==> src/design/mbsh_pkg.sv <==
package mbsh_pkg;

    // Internal values are signed Q18.30 held in 48 bits.
    typedef logic signed [47:0] t_z;

    localparam t_z ZMAX = 48'sh7FFF_FFFF_FFFF;
    localparam logic signed [49:0] ZMAX_WIDE = 50'sh0_7FFF_FFFF_FFFF;
    localparam logic signed [49:0] ZMIN_WIDE = -50'sh0_7FFF_FFFF_FFFF;
    localparam t_z BAILOUT = 48'sh0040_0000_0000;
    localparam int LOG2_LN2_Q16 = 34653;

    typedef enum logic [2:0] {
        ST_IDLE,
        ST_SQX,
        ST_SQY,
        ST_XY,
        ST_UPD,
        ST_LPREP,
        ST_LSQ,
        ST_DONE
    } t_state;

    typedef enum logic [1:0] {
        CFG_MAX_ITER   = 2'd0,
        CFG_JULIA_MODE = 2'd1,
        CFG_JULIA_RE   = 2'd2,
        CFG_JULIA_IM   = 2'd3
    } t_cfg_idx;

    typedef struct packed {
        logic start;
        t_z   a;
        t_z   b;
    } t_mul_req;

    typedef struct packed {
        logic done;
        t_z   p;
    } t_mul_rsp;

    // Clamp a widened sum to the symmetric 48-bit range.
    function automatic t_z f_sat(input logic signed [49:0] v);
        t_z r;
        if (v > ZMAX_WIDE) begin
            r = ZMAX;
        end else if (v < ZMIN_WIDE) begin
            r = -ZMAX;
        end else begin
            r = v[47:0];
        end
        return r;
    endfunction

endpackage

==> src/design/mandel_burning_ship_hybrid_unit.sv <==
// Channel   Direction  Handshake                   Payload
// input     in         i_in_valid / o_in_ready     i_point_re, i_point_im
// output    out        o_out_valid / i_out_ready   o_smooth_count, o_iterations, o_escaped
// config    in         i_cfg_we (no wait)          i_cfg_index, i_cfg_data
//
// Every multiply runs through one shared 24x24 multiply-accumulate unit and holds the
// sequencer until its product returns. A point first squares its start value; each
// iteration then does a cross product, an update and two squares, and an escape adds
// two 16-bit log2 evaluations (32 squarings on the same unit).
// The reset is synchronous and active low; it restores the register defaults.
// A new transaction is taken only while the sequencer is idle; a finished result waits
// in the output register, so a stalled output delays only the next completion.
module mandel_burning_ship_hybrid_unit #(
    parameter int COORD_WIDTH = 32,
    parameter int COUNT_WIDTH = 16,
    localparam int CfgWidth = (COORD_WIDTH > COUNT_WIDTH) ? COORD_WIDTH : COUNT_WIDTH
) (
    input  logic                          i_clk,
    input  logic                          i_rst_n,
    input  logic                          i_in_valid,
    output logic                          o_in_ready,
    input  logic signed [COORD_WIDTH-1:0] i_point_re,
    input  logic signed [COORD_WIDTH-1:0] i_point_im,
    output logic                          o_out_valid,
    input  logic                          i_out_ready,
    output logic signed [COUNT_WIDTH+8:0] o_smooth_count,
    output logic [COUNT_WIDTH-1:0]        o_iterations,
    output logic                          o_escaped,
    input  logic                          i_cfg_we,
    input  logic [1:0]                    i_cfg_index,
    input  logic [CfgWidth-1:0]           i_cfg_data
);

    // Coordinates arrive as Q4.(COORD_WIDTH-4) and are moved to Q18.30.
    localparam int ShiftL = (COORD_WIDTH <= 34) ? 34 - COORD_WIDTH : 0;
    localparam int ShiftR = (COORD_WIDTH > 34) ? COORD_WIDTH - 34 : 0;
    localparam int XW     = COUNT_WIDTH + 19;
    localparam int SW     = COUNT_WIDTH + 9;

    function automatic mbsh_pkg::t_z f_to_int(input logic signed [COORD_WIDTH-1:0] v);
        logic [COORD_WIDTH-1:0] mag;
        logic [47:0]            m48;
        mag = v[COORD_WIDTH-1] ? COORD_WIDTH'(-v) : v;
        m48 = 48'(mag >> ShiftR) << ShiftL;
        return v[COORD_WIDTH-1] ? -$signed(m48) : $signed(m48);
    endfunction

    // Configuration registers.
    logic [COUNT_WIDTH-1:0]        r_max_iter;
    logic                          r_julia_mode;
    logic signed [COORD_WIDTH-1:0] r_julia_re;
    logic signed [COORD_WIDTH-1:0] r_julia_im;

    mbsh_pkg::t_state r_state;
    mbsh_pkg::t_state n_state;
    logic             r_kick;
    logic             n_kick;

    mbsh_pkg::t_z r_zr, r_zi, r_cr, r_ci, r_x2, r_y2, r_xy;
    logic [COUNT_WIDTH-1:0] r_iter;
    logic [COUNT_WIDTH-1:0] r_lim;
    logic                   r_first;

    // Logarithm state: argument, integer part, mantissa, fraction bits, step, pass.
    logic [47:0] r_lv;
    logic [4:0]  r_lint;
    logic [32:0] r_y;
    logic [15:0] r_frac;
    logic [3:0]  r_k;
    logic        r_pass;

    // Finished result and output register.
    logic [SW-1:0]          r_res_smooth;
    logic [COUNT_WIDTH-1:0] r_res_iters;
    logic                   r_res_esc;
    logic                   r_out_valid;
    logic [SW-1:0]          r_out_smooth;
    logic [COUNT_WIDTH-1:0] r_out_iters;
    logic                   r_out_esc;

    mbsh_pkg::t_mul_req w_req;
    mbsh_pkg::t_mul_rsp w_rsp;

    logic              w_accept;
    logic              w_load_out;
    logic [48:0]       w_m_raw;
    mbsh_pkg::t_z      w_m;
    logic              w_esc;
    logic              w_last;
    mbsh_pkg::t_z      w_xy_eff;
    mbsh_pkg::t_z      w_zr_next;
    mbsh_pkg::t_z      w_xy2;
    mbsh_pkg::t_z      w_zi_next;
    logic [5:0]        w_lpos;
    logic [32:0]       w_y0;
    logic [4:0]        w_lint0;
    logic [32:0]       w_ysq;
    logic [32:0]       w_y_next;
    logic [15:0]       w_frac_next;
    logic [20:0]       w_lval;
    logic [XW-1:0]     w_ipl;
    logic [XW-1:0]     w_x;
    logic signed [XW-1:0] w_xs;

    mbsh_mul u_mul (
        .i_clk   (i_clk),
        .i_rst_n (i_rst_n),
        .i_req   (w_req),
        .o_rsp   (w_rsp)
    );

    assign o_in_ready = (r_state == mbsh_pkg::ST_IDLE);
    assign w_accept   = i_in_valid && o_in_ready;
    assign w_load_out = (r_state == mbsh_pkg::ST_DONE) && (!r_out_valid || i_out_ready);

    // Escape test on |z|^2 = x2 + y2, where y2 is the product just finished.
    assign w_m_raw = 49'(r_x2) + 49'(w_rsp.p);
    assign w_m     = (w_m_raw > 49'(mbsh_pkg::ZMAX)) ? mbsh_pkg::ZMAX : w_m_raw[47:0];
    assign w_esc   = w_m > mbsh_pkg::BAILOUT;
    assign w_last  = (r_iter + COUNT_WIDTH'(1)) == r_lim;

    // Odd iterations fold the cross product to its magnitude (Burning Ship step).
    assign w_xy_eff  = (r_iter[0] && r_xy[47]) ? -r_xy : r_xy;
    assign w_zr_next = mbsh_pkg::f_sat(50'(r_x2) - 50'(r_y2) + 50'(r_cr));
    assign w_xy2     = mbsh_pkg::f_sat(50'(w_xy_eff) <<< 1);
    assign w_zi_next = mbsh_pkg::f_sat(50'(w_xy2) + 50'(r_ci));

    // Leading one of the log argument. On the first pass the argument is |z|^2 above
    // the bailout, so the top bit lies in 38..46; on the second it is log2|z|^2 in Q.16,
    // which lies between 8 and 17, so the top bit is 19 or 20.
    always_comb begin
        if (!r_pass) begin
            w_lpos = 6'd38;
            for (int b = 39; b <= 46; b++) begin
                if (r_lv[b]) begin
                    w_lpos = 6'(b);
                end
            end
            w_y0    = 33'(r_lv >> (w_lpos - 6'd31));
            w_lint0 = 5'(w_lpos - 6'd30);
        end else begin
            w_lpos  = r_lv[20] ? 6'd20 : 6'd19;
            w_y0    = 33'(r_lv << (6'd31 - w_lpos));
            w_lint0 = 5'(w_lpos - 6'd16);
        end
    end

    // One fraction bit per squaring of the Q1.31 mantissa.
    assign w_ysq       = w_rsp.p[33:1];
    assign w_y_next    = w_ysq[32] ? {1'b0, w_ysq[32:1]} : w_ysq;
    assign w_frac_next = {r_frac[14:0], w_ysq[32]};
    assign w_lval      = {r_lint, w_frac_next};

    // Smooth count (i+2) - log2(ln 2) - LL in Q.16, rounded half up to Q.8.
    assign w_ipl = XW'(r_iter) + XW'(2);
    assign w_x   = (w_ipl << 16) + XW'(mbsh_pkg::LOG2_LN2_Q16 + 128) - XW'(w_lval);
    assign w_xs  = $signed(w_x) >>> 8;

    always_comb begin
        unique case (r_state)
            mbsh_pkg::ST_SQX: begin
                w_req.a = r_zr;
                w_req.b = r_zr;
            end
            mbsh_pkg::ST_SQY: begin
                w_req.a = r_zi;
                w_req.b = r_zi;
            end
            mbsh_pkg::ST_XY: begin
                w_req.a = r_zr;
                w_req.b = r_zi;
            end
            default: begin
                w_req.a = 48'(r_y);
                w_req.b = 48'(r_y);
            end
        endcase
        w_req.start = r_kick;
    end

    always_comb begin
        n_state = r_state;
        n_kick  = 1'b0;
        unique case (r_state)
            mbsh_pkg::ST_IDLE: begin
                if (w_accept) begin
                    if (r_max_iter == '0) begin
                        n_state = mbsh_pkg::ST_DONE;
                    end else begin
                        n_state = mbsh_pkg::ST_SQX;
                        n_kick  = 1'b1;
                    end
                end
            end
            mbsh_pkg::ST_SQX: begin
                if (w_rsp.done) begin
                    n_state = mbsh_pkg::ST_SQY;
                    n_kick  = 1'b1;
                end
            end
            mbsh_pkg::ST_SQY: begin
                if (w_rsp.done) begin
                    if (r_first) begin
                        n_state = mbsh_pkg::ST_XY;
                        n_kick  = 1'b1;
                    end else if (w_esc) begin
                        n_state = mbsh_pkg::ST_LPREP;
                    end else if (w_last) begin
                        n_state = mbsh_pkg::ST_DONE;
                    end else begin
                        n_state = mbsh_pkg::ST_XY;
                        n_kick  = 1'b1;
                    end
                end
            end
            mbsh_pkg::ST_XY: begin
                if (w_rsp.done) begin
                    n_state = mbsh_pkg::ST_UPD;
                end
            end
            mbsh_pkg::ST_UPD: begin
                n_state = mbsh_pkg::ST_SQX;
                n_kick  = 1'b1;
            end
            mbsh_pkg::ST_LPREP: begin
                n_state = mbsh_pkg::ST_LSQ;
                n_kick  = 1'b1;
            end
            mbsh_pkg::ST_LSQ: begin
                if (w_rsp.done) begin
                    if (r_k != 4'd15) begin
                        n_kick = 1'b1;
                    end else if (!r_pass) begin
                        n_state = mbsh_pkg::ST_LPREP;
                    end else begin
                        n_state = mbsh_pkg::ST_DONE;
                    end
                end
            end
            mbsh_pkg::ST_DONE: begin
                if (w_load_out) begin
                    n_state = mbsh_pkg::ST_IDLE;
                end
            end
            default: n_state = mbsh_pkg::ST_IDLE;
        endcase
    end

    always_ff @(posedge i_clk) begin
        if (!i_rst_n) begin
            r_state <= mbsh_pkg::ST_IDLE;
            r_kick  <= 1'b0;
        end else begin
            r_state <= n_state;
            r_kick  <= n_kick;
        end
    end

    // Configuration writes.
    always_ff @(posedge i_clk) begin
        if (!i_rst_n) begin
            r_max_iter   <= COUNT_WIDTH'(256);
            r_julia_mode <= 1'b0;
            r_julia_re   <= '0;
            r_julia_im   <= '0;
        end else if (i_cfg_we) begin
            unique case (mbsh_pkg::t_cfg_idx'(i_cfg_index))
                mbsh_pkg::CFG_MAX_ITER:   r_max_iter   <= i_cfg_data[COUNT_WIDTH-1:0];
                mbsh_pkg::CFG_JULIA_MODE: r_julia_mode <= i_cfg_data[0];
                mbsh_pkg::CFG_JULIA_RE:   r_julia_re   <= i_cfg_data[COORD_WIDTH-1:0];
                mbsh_pkg::CFG_JULIA_IM:   r_julia_im   <= i_cfg_data[COORD_WIDTH-1:0];
                default: ;
            endcase
        end
    end

    // Datapath registers.
    always_ff @(posedge i_clk) begin
        unique case (r_state)
            mbsh_pkg::ST_IDLE: begin
                if (w_accept) begin
                    r_iter  <= '0;
                    r_lim   <= r_max_iter;
                    r_first <= 1'b1;
                    r_pass  <= 1'b0;
                    if (r_julia_mode) begin
                        r_zr <= f_to_int(i_point_re);
                        r_zi <= f_to_int(i_point_im);
                        r_cr <= f_to_int(r_julia_re);
                        r_ci <= f_to_int(r_julia_im);
                    end else begin
                        r_zr <= '0;
                        r_zi <= '0;
                        r_cr <= f_to_int(i_point_re);
                        r_ci <= f_to_int(i_point_im);
                    end
                    // A zero limit reports nothing done and no escape.
                    r_res_smooth <= '0;
                    r_res_iters  <= '0;
                    r_res_esc    <= 1'b0;
                end
            end
            mbsh_pkg::ST_SQX: begin
                if (w_rsp.done) begin
                    r_x2 <= w_rsp.p;
                end
            end
            mbsh_pkg::ST_SQY: begin
                if (w_rsp.done) begin
                    r_y2 <= w_rsp.p;
                    if (r_first) begin
                        r_first <= 1'b0;
                    end else if (w_esc) begin
                        r_lv <= w_m;
                    end else if (w_last) begin
                        r_res_smooth <= SW'(r_lim) << 8;
                        r_res_iters  <= r_lim;
                        r_res_esc    <= 1'b0;
                    end else begin
                        r_iter <= r_iter + COUNT_WIDTH'(1);
                    end
                end
            end
            mbsh_pkg::ST_XY: begin
                if (w_rsp.done) begin
                    r_xy <= w_rsp.p;
                end
            end
            mbsh_pkg::ST_UPD: begin
                r_zr <= w_zr_next;
                r_zi <= w_zi_next;
            end
            mbsh_pkg::ST_LPREP: begin
                r_y    <= w_y0;
                r_lint <= w_lint0;
                r_frac <= '0;
                r_k    <= '0;
            end
            mbsh_pkg::ST_LSQ: begin
                if (w_rsp.done) begin
                    r_y    <= w_y_next;
                    r_frac <= w_frac_next;
                    r_k    <= r_k + 4'd1;
                    if (r_k == 4'd15) begin
                        if (!r_pass) begin
                            r_lv   <= 48'(w_lval);
                            r_pass <= 1'b1;
                        end else begin
                            r_res_smooth <= w_xs[SW-1:0];
                            r_res_iters  <= r_iter + COUNT_WIDTH'(1);
                            r_res_esc    <= 1'b1;
                        end
                    end
                end
            end
            default: ;
        endcase
    end

    // Output register: filled when a point completes, emptied by the consumer.
    always_ff @(posedge i_clk) begin
        if (!i_rst_n) begin
            r_out_valid <= 1'b0;
        end else if (w_load_out) begin
            r_out_valid <= 1'b1;
        end else if (i_out_ready) begin
            r_out_valid <= 1'b0;
        end
    end

    always_ff @(posedge i_clk) begin
        if (w_load_out) begin
            r_out_smooth <= r_res_smooth;
            r_out_iters  <= r_res_iters;
            r_out_esc    <= r_res_esc;
        end
    end

    assign o_out_valid    = r_out_valid;
    assign o_smooth_count = $signed(r_out_smooth);
    assign o_iterations   = r_out_iters;
    assign o_escaped      = r_out_esc;

    // A product only comes back while the sequencer waits on the multiplier.
    a_mul_done_in_wait: assert property (@(posedge i_clk) disable iff (!i_rst_n)
        w_rsp.done |-> (r_state == mbsh_pkg::ST_SQX || r_state == mbsh_pkg::ST_SQY ||
                        r_state == mbsh_pkg::ST_XY || r_state == mbsh_pkg::ST_LSQ))
        else $error("multiplier result outside a wait state");

    // A point that stayed bounded reports its limit scaled to Q.8.
    a_inside_count: assert property (@(posedge i_clk) disable iff (!i_rst_n)
        (o_out_valid && !o_escaped) |->
            (r_out_smooth == (SW'(o_iterations) << 8)))
        else $error("bounded point with inconsistent smooth count");

    // An escape always follows at least one iteration.
    a_escape_nonzero: assert property (@(posedge i_clk) disable iff (!i_rst_n)
        (o_out_valid && o_escaped) |-> (o_iterations != '0))
        else $error("escape reported with zero iterations");

endmodule

==> src/design/mbsh_mul.sv <==
module mbsh_mul (
    input  logic                i_clk,
    input  logic                i_rst_n,
    input  mbsh_pkg::t_mul_req  i_req,
    output mbsh_pkg::t_mul_rsp  o_rsp
);

    logic         r_busy;
    logic [2:0]   r_cnt;
    logic [46:0]  r_ma;
    logic [46:0]  r_mb;
    logic         r_neg;
    logic [47:0]  r_pp;
    logic [1:0]   r_pidx;
    logic [93:0]  r_acc;
    logic         r_done;
    mbsh_pkg::t_z r_p;

    logic [46:0]  w_abs_a;
    logic [46:0]  w_abs_b;
    logic [23:0]  w_op_a;
    logic [23:0]  w_op_b;
    logic [47:0]  w_prod;
    logic [93:0]  w_pp_ext;
    logic [63:0]  w_q;
    mbsh_pkg::t_z w_mag;
    mbsh_pkg::t_z w_res;
    mbsh_pkg::t_z w_neg_a;
    mbsh_pkg::t_z w_neg_b;

    assign w_neg_a = -i_req.a;
    assign w_neg_b = -i_req.b;
    assign w_abs_a = i_req.a[47] ? w_neg_a[46:0] : i_req.a[46:0];
    assign w_abs_b = i_req.b[47] ? w_neg_b[46:0] : i_req.b[46:0];

    // Partial product order: lo*lo, lo*hi, hi*lo, hi*hi.
    assign w_op_a = r_cnt[1] ? {1'b0, r_ma[46:24]} : r_ma[23:0];
    assign w_op_b = r_cnt[0] ? {1'b0, r_mb[46:24]} : r_mb[23:0];
    assign w_prod = 48'(w_op_a) * 48'(w_op_b);

    always_comb begin
        case (r_pidx)
            2'd0:    w_pp_ext = 94'(r_pp);
            2'd3:    w_pp_ext = 94'(r_pp) << 48;
            default: w_pp_ext = 94'(r_pp) << 24;
        endcase
    end

    assign w_q   = r_acc[93:30];
    assign w_mag = (w_q > 64'(mbsh_pkg::ZMAX)) ? mbsh_pkg::ZMAX : w_q[47:0];
    assign w_res = r_neg ? -w_mag : w_mag;

    always_ff @(posedge i_clk) begin
        if (!i_rst_n) begin
            r_busy <= 1'b0;
            r_cnt  <= '0;
            r_done <= 1'b0;
        end else begin
            r_done <= 1'b0;
            if (i_req.start) begin
                r_busy <= 1'b1;
                r_cnt  <= '0;
            end else if (r_busy) begin
                if (r_cnt == 3'd5) begin
                    r_busy <= 1'b0;
                    r_done <= 1'b1;
                end
                r_cnt <= r_cnt + 3'd1;
            end
        end
    end

    always_ff @(posedge i_clk) begin
        if (i_req.start) begin
            r_ma  <= w_abs_a;
            r_mb  <= w_abs_b;
            r_neg <= i_req.a[47] ^ i_req.b[47];
            r_acc <= '0;
        end else if (r_busy) begin
            if (r_cnt <= 3'd3) begin
                r_pp   <= w_prod;
                r_pidx <= r_cnt[1:0];
            end
            if (r_cnt >= 3'd1 && r_cnt <= 3'd4) begin
                r_acc <= r_acc + w_pp_ext;
            end
            if (r_cnt == 3'd5) begin
                r_p <= w_res;
            end
        end
    end

    assign o_rsp.done = r_done;
    assign o_rsp.p    = r_p;

endmodule
==> config.mk <==
export PLATFORM = sky130hd
export DESIGN_NAME = mandel_burning_ship_hybrid_unit
export DESIGN_NICKNAME = d
export VERILOG_FILES = /design/src/design/mbsh_pkg.sv /design/src/design/mandel_burning_ship_hybrid_unit.sv /design/src/design/mbsh_mul.sv
export SDC_FILE = /design/constraint.sdc
export NUM_CORES = 2
export LEC_CHECK = 0
export ABC_AREA = 1
export BUFFER_PORTS_ARGS = -buffer_cell sky130_fd_sc_hd__buf_4
export CAP_MARGIN = 25
export CORE_AREA = 4 4 473 428
export CTS_CLUSTER_SIZE = 10
export DETAILED_ROUTE_END_ITERATION = 6
export DIE_AREA = 0 0 477 432
export HOLD_SLACK_MARGIN = 0.12
export PLACE_DENSITY = 0.71
export SYNTH_ARGS = -nofsm -noshare
export SYNTH_HDL_FRONTEND = slang
export SYNTH_SLANG_ARGS = --single-unit
==> constraint.sdc <==
create_clock -name i_clk -period 14.9 [get_ports i_clk]
set_clock_uncertainty 0.1 [all_clocks]
set_input_delay 0.745 -clock i_clk [delete_from_list [all_inputs] [get_ports i_clk]]
set_output_delay 0.745 -clock i_clk [all_outputs]
set_load 0.01 [all_outputs]
==> results.sh <==
export IMPL_crit_top_cell="inv_1"
export IMPL_drive_gt1_share_pct=5.497
export IMPL_synth_edf_count=748
export IMPL_antenna_found_initial=27
export IMPL_cp_num_buf_inv=8
export IMPL_syn_cell_area_um2=88540
export IMPL_die_w_um=477
export IMPL_rows=155
export IMPL_critPathTopFamily="adder cells"
export IMPL_syn_nets=12910
export IMPL_avgViaCountPerCell=5.571
export IMPL_hold_viol=0
export IMPL_post_drt_wl_per_cell_um=24.23
export IMPL_synth_commonest_cells="nand2_1 (2310), inv_1 (2183), nor2_1 (1505), o21ai_0 (789), edfxtp_1 (748)"
export IMPL_antenna_left=0
export IMPL_setup_viol=0
export IMPL_fin_area_um2=96140
export IMPL_area_growth_pct=8.582
export IMPL_worst_path_stages=29
export IMPL_synth_most_common_cell="nand2_1"
export IMPL_grt_usage_pct=33.49
export IMPL_grt_pass1_vias=76700
export IMPL_ff2ff_path_depth=29
export IMPL_drc=0
export IMPL_cts_buffer_depth=3
export IMPL_routed_top_layer="met5"
export IMPL_cp_start_kind="flop"
export IMPL_clk_pin_slew_ps=60
export IMPL_crit_required_ps=15310
export IMPL_clock_latency_ps=800
export IMPL_critical_path_class="reg -> reg"
export IMPL_wl_met2_um=150400
export IMPL_postPlaceCellArea_um2=92570
export IMPL_wl_um=352600
export IMPL_avgSynthCellArea_um2=7.478
export IMPL_cts_setup_buffers=0
export IMPL_initial_core_util_pct=44.80
export IMPL_drv_slew=0
export IMPL_fp_dieArea_um2=206100
export IMPL_synth_top_cell_area_share_pct=25.37
export IMPL_grt_pass1_wl_um=509800
export IMPL_post_dp_hpwl_um=287200
export IMPL_grt_max_degree=104
export IMPL_tns_ps=0
export IMPL_fin_crit_sh_pct=62.52
export IMPL_synthFlopType="edfxtp_1"
export IMPL_nets=12940
export IMPL_wl_met1_um=138100
export IMPL_dr_pass1_iters=7
export IMPL_netlist_top_cells_area="edfxtp_1 (25%), fa_1 (12%), nand2_1 (9.8%), inv_1 (9.3%), nor2_1 (6.4%)"
export IMPL_route_met3_wl_um=35360
export IMPL_cpPeakStageDelay_ps=690
export IMPL_drv_cap=0
export IMPL_ys_ff_latch=933
export IMPL_status="finished clean"
export IMPL_fmax_mhz=107.3
export IMPL_core_um2=197600
export IMPL_pin_count=147
export IMPL_vias=81050
export IMPL_dp_cells=14340
export IMPL_cts_sinks=933
export IMPL_hold_depth=3
export IMPL_rsz0062_at_grt="no"
export IMPL_max_slew_worst_pin_slew_ps=1235
export IMPL_overflow=0
export IMPL_fp_dieH_um=432
export IMPL_cp_max_fo=27
export IMPL_cp_end_kind="flop"
export IMPL_cts_root_buf="clkbuf_16"
export IMPL_crit_path_top_delay_cell="inv_1"
export IMPL_cts_tree="done"
export IMPL_stdcell_count=14550
export IMPL_place_port_buffers=146
export IMPL_synth_warnings=0
export IMPL_netlist_instances=11840
export IMPL_synth_async_reset_ratio_pct=0
export IMPL_min_period_ps=9316
export IMPL_cts_resized_gates=0
export IMPL_final_util_pct=48.65
export IMPL_maxSlewHeadroom_pct=16.78
export IMPL_crit_arrival_ps=9720
export IMPL_numCtsBuffers=113
export IMPL_cts_htree_levels=3
export IMPL_hp_class="in -> reg"
export IMPL_gp_congestion=1.057
export IMPL_hold_buffers=0
export IMPL_ys_seq_area_share_pct=29.55
export IMPL_drtIter0Drc=8915
export IMPL_synthDistinctLibCells=80
export IMPL_yosysTopAreaCell="edfxtp_1"
[path summary, 6_finish.rpt]
kind                                        from            endpoint  slack [ps]
worst max register to register    u_mul.r_cnt[1]      u_mul.r_pp[46]        5580
worst min register to register  r_res_smooth[11]  o_smooth_count[11]         310
worst min-delay path              i_cfg_data[30]      r_julia_im[30]         180
worst max-delay path              u_mul.r_cnt[1]      u_mul.r_pp[46]        5580
[per-layer routing]
layer,vias to the layer above,global-route usage [%]
met1,38200,43.14
met2,4011,50.63
li1,37980,-
met4,12,22.06
met5,-,0
met3,853,7.526
[stage by stage]
step | worst slack, ps | hold slack [ps]
6_report | 5584 | 176.1
5_1_grt | 5125 | 166.3
4_1_cts | 5663 | 136.8
3_5_place_dp | 5738 | 304.5
3_3_place_gp | 5848 | 303.8
2_1_floorplan | 5863 | 300.3
[sequential cells by signal, summed over array words and instances (netlist names), 48 cells and up]
register / cells
u_mul.r_acc: 94
r_lv: 48
r_x2: 48
r_xy: 48
r_y2: 48
r_zi: 48
r_zr: 48
u_mul.r_p: 48
u_mul.r_pp: 48
[cells in the final DEF, fill, tap and decap left out, types with 177 or more instances in the layout]
cell type and count:
a21oi_1 633, buf_4 269, dfxtp_1 183, edfxtp_1 748
fa_1 532, ha_1 436, inv_1 2176, nand2_1 2310
nand3_1 391, nor2_1 1496, o21ai_0 779, xnor2_1 177
xor2_1 455
[layout make-up]
type	instances	area, µm²
fill	19820	101500
multi-input combinational	8330	52760
sequential	933	26170
inverter	2220	8343
tap	2590	3241
clock buffer	169	3222
timing repair buffer	274	2111
clock inverter	25	274.0
antenna	8	20.02
[worst register-to-register path, delay by kind of cell (launching register included)]
kind / cells / cell delay, ps
AO/OA/AOI/OAI: 8 / 2290
XOR/XNOR: 1 / 160
adder cells (fa/ha/maj): 8 / 3840
buffers and inverters: 8 / 1440
flip-flops: 1 / 330
AND/OR/NAND/NOR: 4 / 880
[logic make-up after synthesis]
| family | Yosys count | synth area share, % |
|---|---|---|
| AOI/OAI and AO/OA | 2030 | 13.00 |
| buffers and inverters | 2577 | 11.07 |
| and+or+nand+nor | 4684 | 21.77 |
| xor gates and xnor gates | 634 | 6.271 |
| muxes | 13 | 0.1470 |
| other | 1 | 0.004235 |
| DFF | 933 | 29.55 |
| adders and majority gates | 968 | 18.19 |
Power is not shown: default switching activity piles up to over one toggle a cycle in this logic, so the estimate is an artifact.
